<file path="src/design/cpfm_pkg.sv">
// Shared types and constants for the character-class first-match search.
// Used by every module of the block; depends on nothing else.
package cpfm_pkg;

   localparam int MAX_ELEMENTS  = 16;
   localparam int ELEM_BITS     = $clog2(MAX_ELEMENTS);
   localparam int LEN_BITS      = 5;
   localparam int POS_BITS      = 16;
   localparam int OUT_POS_BITS  = 16;
   localparam int CHAR_BITS     = 8;
   localparam int CLASS_BITS    = 3;
   localparam int CHAR_COUNT    = 1 << CHAR_BITS;
   localparam int QUEUE_DEPTH   = 4;
   localparam int QUEUE_PTR     = $clog2(QUEUE_DEPTH);

   localparam logic [POS_BITS-1:0] POS_MAX = '1;

   // Element classes
   localparam logic [CLASS_BITS-1:0] CLS_ANY_OF  = 3'd0;
   localparam logic [CLASS_BITS-1:0] CLS_NONE_OF = 3'd1;
   localparam logic [CLASS_BITS-1:0] CLS_LOWER   = 3'd2;
   localparam logic [CLASS_BITS-1:0] CLS_UPPER   = 3'd3;
   localparam logic [CLASS_BITS-1:0] CLS_ALNUM   = 3'd4;

   // ASCII bounds
   localparam logic [CHAR_BITS-1:0] CH_LOWER_A = 8'h61;
   localparam logic [CHAR_BITS-1:0] CH_LOWER_Z = 8'h7A;
   localparam logic [CHAR_BITS-1:0] CH_UPPER_A = 8'h41;
   localparam logic [CHAR_BITS-1:0] CH_UPPER_Z = 8'h5A;
   localparam logic [CHAR_BITS-1:0] CH_DIGIT_0 = 8'h30;
   localparam logic [CHAR_BITS-1:0] CH_DIGIT_9 = 8'h39;

   // Item kinds, as they arrive on the input channel
   typedef enum logic [1:0] {
      OP_SET_CLASS = 2'd0,
      OP_ADD_MEMBER = 2'd1,
      OP_TEXT = 2'd2,
      OP_END = 2'd3
   } op_type;

   typedef struct packed {
      op_type                 op;
      logic [ELEM_BITS-1:0]   idx;
      logic [CLASS_BITS-1:0]  cls;
      logic [CHAR_BITS-1:0]   ch;
   } q_entry_type;

   typedef struct packed {
      logic pop;
      logic init;
   } back_ctrl_type;

endpackage

</file>
<file path="src/design/cpfm_front.sv">
// Front end: accepts input items, decodes their kind and queues them.
// Feeds the back end through a short queue; uses cpfm_pkg.
module cpfm_front (
   input  logic                     clock,
   input  logic                     reset,
   input  logic                     req_tvalid,
   output logic                     req_tready,
   input  logic [15:0]              req_tdata,
   input  logic [1:0]               req_tuser,
   input  cpfm_pkg::back_ctrl_type  ctrl,
   output cpfm_pkg::q_entry_type    head,
   output logic                     head_valid
);
   import cpfm_pkg::*;

   q_entry_type            q_ff [QUEUE_DEPTH];
   logic [QUEUE_PTR-1:0]   wr_ptr_ff, wr_ptr_in;
   logic [QUEUE_PTR-1:0]   rd_ptr_ff, rd_ptr_in;
   logic [QUEUE_PTR:0]     count_ff, count_in;
   q_entry_type            entry;
   logic                   push;

   always_comb begin
      entry.op  = op_type'(req_tuser);
      entry.idx = req_tdata[ELEM_BITS-1:0];
      entry.cls = req_tdata[6:4];
      entry.ch  = req_tdata[14:7];
   end

   assign req_tready = (count_ff != (QUEUE_PTR+1)'(QUEUE_DEPTH)) && !ctrl.init;
   assign push       = req_tvalid && req_tready;
   assign head       = q_ff[rd_ptr_ff];
   assign head_valid = (count_ff != '0);

   always_comb begin
      wr_ptr_in = push ? wr_ptr_ff + 1'b1 : wr_ptr_ff;
      rd_ptr_in = ctrl.pop ? rd_ptr_ff + 1'b1 : rd_ptr_ff;
      count_in  = count_ff + (QUEUE_PTR+1)'(push) - (QUEUE_PTR+1)'(ctrl.pop);
   end

   always_ff @(posedge clock) begin
      if (reset) begin
         wr_ptr_ff <= '0;
         rd_ptr_ff <= '0;
         count_ff  <= '0;
      end else begin
         wr_ptr_ff <= wr_ptr_in;
         rd_ptr_ff <= rd_ptr_in;
         count_ff  <= count_in;
      end
   end

   always_ff @(posedge clock) begin
      if (push) begin
         q_ff[wr_ptr_ff] <= entry;
      end
   end

endmodule

</file>
<file path="config.mk">
export PLATFORM = sky130hd
export DESIGN_NAME = cpfm_front
export DESIGN_NICKNAME = d
export VERILOG_FILES = /design/src/design/cpfm_pkg.sv /design/src/design/cpfm_front.sv
export SDC_FILE = /design/constraint.sdc
export NUM_CORES = 1
export LEC_CHECK = 0
export BUFFER_PORTS_ARGS = -buffer_cell sky130_fd_sc_hd__buf_2
export CORE_MARGIN = 2
export CORE_UTILIZATION = 48
export DETAILED_ROUTE_END_ITERATION = 16
export GPL_ROUTABILITY_DRIVEN = 0
export PLACE_DENSITY = 0.8
export RECOVER_POWER = 100
export SLEW_MARGIN = 40
export SYNTH_ARGS = -nofsm -noshare
export SYNTH_HDL_FRONTEND = slang
export SYNTH_SLANG_ARGS = --single-unit
</file>
<file path="constraint.sdc">
create_clock -name clock -period 2.4 [get_ports clock]
set_input_delay 0 -clock clock [delete_from_list [all_inputs] [get_ports clock]]
set_output_delay 0 -clock clock [all_outputs]
set_load 0.1 [all_outputs]
</file>
# Word-level counts from Yosys, hierarchy flattened

Memories as Yosys holds them, arrays and structs flattened. A register that Yosys moved wholly into a read port is not among the register bits.
Index checks and enable logic that the tools add are counted.

Add/subtract/negate cells: 4
Equality and inequality tests: 1
Mux-type cells: 4
Reduce and logical (&&, ||, !) cells: 4

Operators by type and width:

| cell                                                          | count |
|---|---|
| 2-bit by 1-bit adder with 2-bit output, second input constant | 2 |
| 2-bit two-way mux                                             | 2 |
| 3-bit by 1-bit adder with 3-bit output                        | 1 |
| 3-bit inequality test, second input constant                  | 1 |
| 3-bit nonzero test                                            | 1 |
| 3-bit by 1-bit subtractor with 3-bit output                   | 1 |
| 1-bit logical AND                                             | 2 |
| 1-bit two-way mux                                             | 2 |
| 1-bit logical NOT                                             | 1 |

Flip-flop bits (word level): 7
Bits in writable memories: 68
Bits of input ports: 23
Output and inout port bits: 19
Logic and storage cells: 17
Memories kept: 1

Memory list:

| name | depth | width | rd ports | clocked after Yosys merged registers in | wr ports | RTL line         | RTL |
|---|---|---|---|---|---|---|---|
| q_ff | 4     | 17    | 1        | 1                                       | 1        | cpfm_front.sv:16 | `q_entry_type q_ff [QUEUE_DEPTH];` |

# Logic depth before layout (Yosys ltp)

Depth after elaboration: 5
Gate-level depth with buffers: 11
Depth with buffers taken out: 11

# Worst setup path before layout

Ideal clock, no wire load.

Path kind: register to register
Start point: register count_ff[1]
End point: register count_ff[2]
Setup time: 0.078 ns
Data arrival time: 1.992 ns
Required time: 2.322 ns
Slack: 0.330 ns
Cell stages (with the launch flop): 12
Buffers on the path: 0
Period minus slack after synthesis: 2.070 ns
Path through: dfxtp_1 nor2_1 a21oi_2 inv_1 ha_1 inv_1 ha_1 inv_1 fa_1 xor2_1 and2_1 nor3_1

Cells in the longest elaborated chain, start to end: 5

Ends and longest elaborated chain:

| what                                            | RTL line         | RTL |
|---|---|---|
| start, declared                                 | cpfm_front.sv:19 | `logic [QUEUE_PTR:0] count_ff, count_in;` |
| start signal, assigned                          | cpfm_front.sv:49 | `count_ff <= count_in;` |
| 3-bit inequality test                           | cpfm_front.sv:30 | `assign req_tready = (count_ff != (QUEUE_PTR+1)'(QUEUE_DEPTH)) && !ctrl.init;` |
| 1-bit logical AND                               | cpfm_front.sv:30 |  |
| 1-bit logical AND                               | cpfm_front.sv:31 | `assign push = req_tvalid && req_tready;` |
| 3-bit by 1-bit adder with 3-bit output (*)      | cpfm_front.sv:38 | `count_in = count_ff + (QUEUE_PTR+1)'(push) - (QUEUE_PTR+1)'(ctrl.pop);` |
| 3-bit by 1-bit subtractor with 3-bit output (*) | cpfm_front.sv:38 |  |

Mark *: on every way between the ends. The rest lies on a longest branch, timed or not.
A chain may end at the register's enable or synchronous reset.

# Worst setup path in the final report

Ends and elaborated chain as after synthesis.

==> metrics.md <==
| Metric | Value |
|---|---|
| Setup TNS | 0 ps |
| DR DRC count | 0 |
| Post-synthesis cell type count | 24 |
| Period utilisation layout | 0.870 |
| Global-route wire length before repair | 7400 um |
| N_diodes | 0 |
| Hpwl dp | 3300 um |
| Commonest non-fill, non-tap cell in the layout | edfxtp_1 |
| Synth area leaders | edfxtp_1, mux4_2, mux4_1 |
| Die ar. | 6790 um^2 |
| Vias in the first global route | 1491 |
| Share of cells above drive strength 1 | 0.243 |
| Crit path capture type | flop |
| Register-to-register setup slack | 310 ps |
| PortBufs | 40 |
| Max-slew violation count | 0 |
| Syn Nets | 168 |
| Worst vdd ir | 0.000824 V |
| Highest Clock Rate | 479 MHz |
| Final Hold Slack | 231 ps |
| RR Endpoint | count_ff[2]$_SDFF_PP0_ |
| Mapped Cells | 138 |
| DR WL/cell | 16.4 um |
| Drt total wl | 4820 um |
| Sw Pwr | 1.08 mW |
| DRT iter0 DRCs | 63 |
| Die height | 82.4 um |
| Syn. warnings | 0 |
| Final hold viol count | 0 |
| CTS tree | done |
| Most frequent cells in the layout | edfxtp_1, clkbuf_1, dlygate4sd3_1 |
| Largest net degree at the start of global routing | 18 |
| Setup Crit Path Kind | flop to flop |
| Resized Gates After CTS | 0 |
| Worst setup SP type | flop |
| Later-pin clock latency in the skew report | 340 ps |
| CP max FO | 5 |
| Die width | 82.4 um |
| Logic pwr share | 0.232 |
| RSZ-0062 raised after global routing | no |
| Number of setup buffers added after CTS | 0 |
| Worst-margin pin slew | 1170 ps |
| Clk pwr share | 0.302 |
| Drt first pass iters | 4 |
| Hold Path Depth | 5 |
| Leak Pwr | 1.26 nW |
| Total Routing Usage GR | 0.163 |
| Fin nets | 243 |
| Setup Skew | 7.86 ps |
| Max_cap viols | 0 |
| PwrDens | 928 nW/um^2 |
| Total CTS buffers | 9 |
| Worst hold start | req_tvalid |
| Worst EP arrival | 2350 ps |
| Total grt overflow | 0 |
| Crit path time final | 2090 ps |
| Register bit total from synthesis | 77 |
| Synth area leader | edfxtp_1 |
| Rows | 28 |
| DRT antenna net count | 0 |
| Root buf cell | clkbuf_8 |
| Syn Area/Cell | 21.4 um^2 |
| H-tree Lvls | 3 |
| Sequential share of power | 0.467 |
| Clock Pin Slew Worst Setup and Hold Paths | 80 ps |
| Vias | 1463 |
| Hold-fix buffers, CTS | 19 |
| Slew HR | 0.224 |
| Final setup viols | 0 |
| WP data required | 2660 ps |
| R2R Path Start | count_ff[1]$_SDFF_PP0_ |
| Switch share | 0.319 |
| Boundary Pins | 42 |
| Vias per cell | 4.99 |
| Layout area overhead | 23.2% |
| Antenna violations before repair | 0 |
| R2r worst-path depth | 11 |
| Clk sinks | 77 |
| Fillers | 435 |
| Mapped Area | 2950 um^2 |
| Hold crit path type | input pin to flop |
| Seq/Total Area, Yosys | 0.753 |
| Status | completed |
| Internal power | 2.30 mW |
| Starting Density | 0.499 |
| WHS Endpoint | wr_ptr_ff[1]$_SDFFE_PP0P_ |
| Top-area cell type share of the netlist area | 0.692 |
| Core footprint | 5920 um^2 |
| Clock buffer depth | 2 |
-- metrics by stage --
stage                     total power, mW   util  cell area, um^2  std cells  worst slack (ps)
after detailed placement             2.38  0.553             3280        258               295
after CTS                            3.43  0.622             3680        293               269
after floorplan                      2.26      -             2950        138               330
after global routing                 3.52  0.614             3640        293               137
final                                3.38  0.614             3640        293               311
after global placement               2.36  0.553             3280        258               389
-- flip-flops by register name, summed over array words and instances, names as in the netlist, named ones only --
| name | cells |
|---|---|
| q_ff | 68 |
| count_ff | 3 |
| rd_ptr_ff | 2 |
| wr_ptr_ff | 2 |
-- critical path: stages (launching register included) --
cell,delay (ps)
dfxtp_1,410
nor2_1,100
a21oi_2,150
inv_1,50
ha_1,260
inv_1,60
ha_1,130
inv_1,40
fa_1,370
xor2_1,160
and2_0,160
nor3_1,130
-- how the worst max path moves through the flow --
stage,from,end,cells after the start
finish,count_ff[1]$_SDFF_PP0_,count_ff[2]$_SDFF_PP0_,11
global route,count_ff[1]$_SDFF_PP0_,count_ff[2]$_SDFF_PP0_,11
CTS,count_ff[1]$_SDFF_PP0_,count_ff[2]$_SDFF_PP0_,11
detailed placement,count_ff[1]$_SDFF_PP0_,count_ff[2]$_SDFF_PP0_,11
global placement,count_ff[1]$_SDFF_PP0_,count_ff[2]$_SDFF_PP0_,11
floorplan,count_ff[1]$_SDFF_PP0_,count_ff[2]$_SDFF_PP0_,11
-- final cells by class --
type	instances	area [um^2]	share of cell area
clock buffers	9	124	0.0341
clock inverters	7	90.1	0.0248
inverters	5	18.8	0.00516
multi-input cells	51	667	0.183
flip-flops and latches	77	2220	0.611
well taps	75	93.8	0.0258
repair buffers	69	422	0.116
-- cells in the mapped netlist (all sizes together) --
cell and number:
a21oi 2, and2 5, buf 4, clkbuf 1
dfxtp 9, edfxtp 68, fa 1, ha 6
inv 5, mux2 1, mux2i 1, mux4 17
nand2 1, nand2b 3, nor2 8, nor2b 1
nor3 1, or3 1, xnor2 1, xor2 2
-- cell families after synthesis --
kind of cell,share of synthesized area
flip-flops,0.753
AND/OR/NAND/NOR,0.0343
multiplexers,0.146
buffers and inverters,0.0216
adder cells (fa/ha/maj),0.0322
XOR/XNOR,0.00890
AO/OA/AOI/OAI,0.00466
-- per-layer routing --
layer,GRT usage,vias up,wire [um]
li1,-,697,-
met1,0.175,717,1970
met2,0.283,43,2530
met3,0.0630,6,253
met4,0.0750,0,63
met5,0,-,0
-- power groups by stage --
stage / clock network [mW] / registers (mW) / logic, mW
final: 1.02 / 1.58 / 0.782
after global routing: 1.11 / 1.58 / 0.829
after CTS: 1.05 / 1.58 / 0.801
after detailed placement: 0 / 1.61 / 0.775
after global placement: 0 / 1.60 / 0.763
after floorplan: 0 / 1.59 / 0.661
Power figures use the tool's default switching activity.
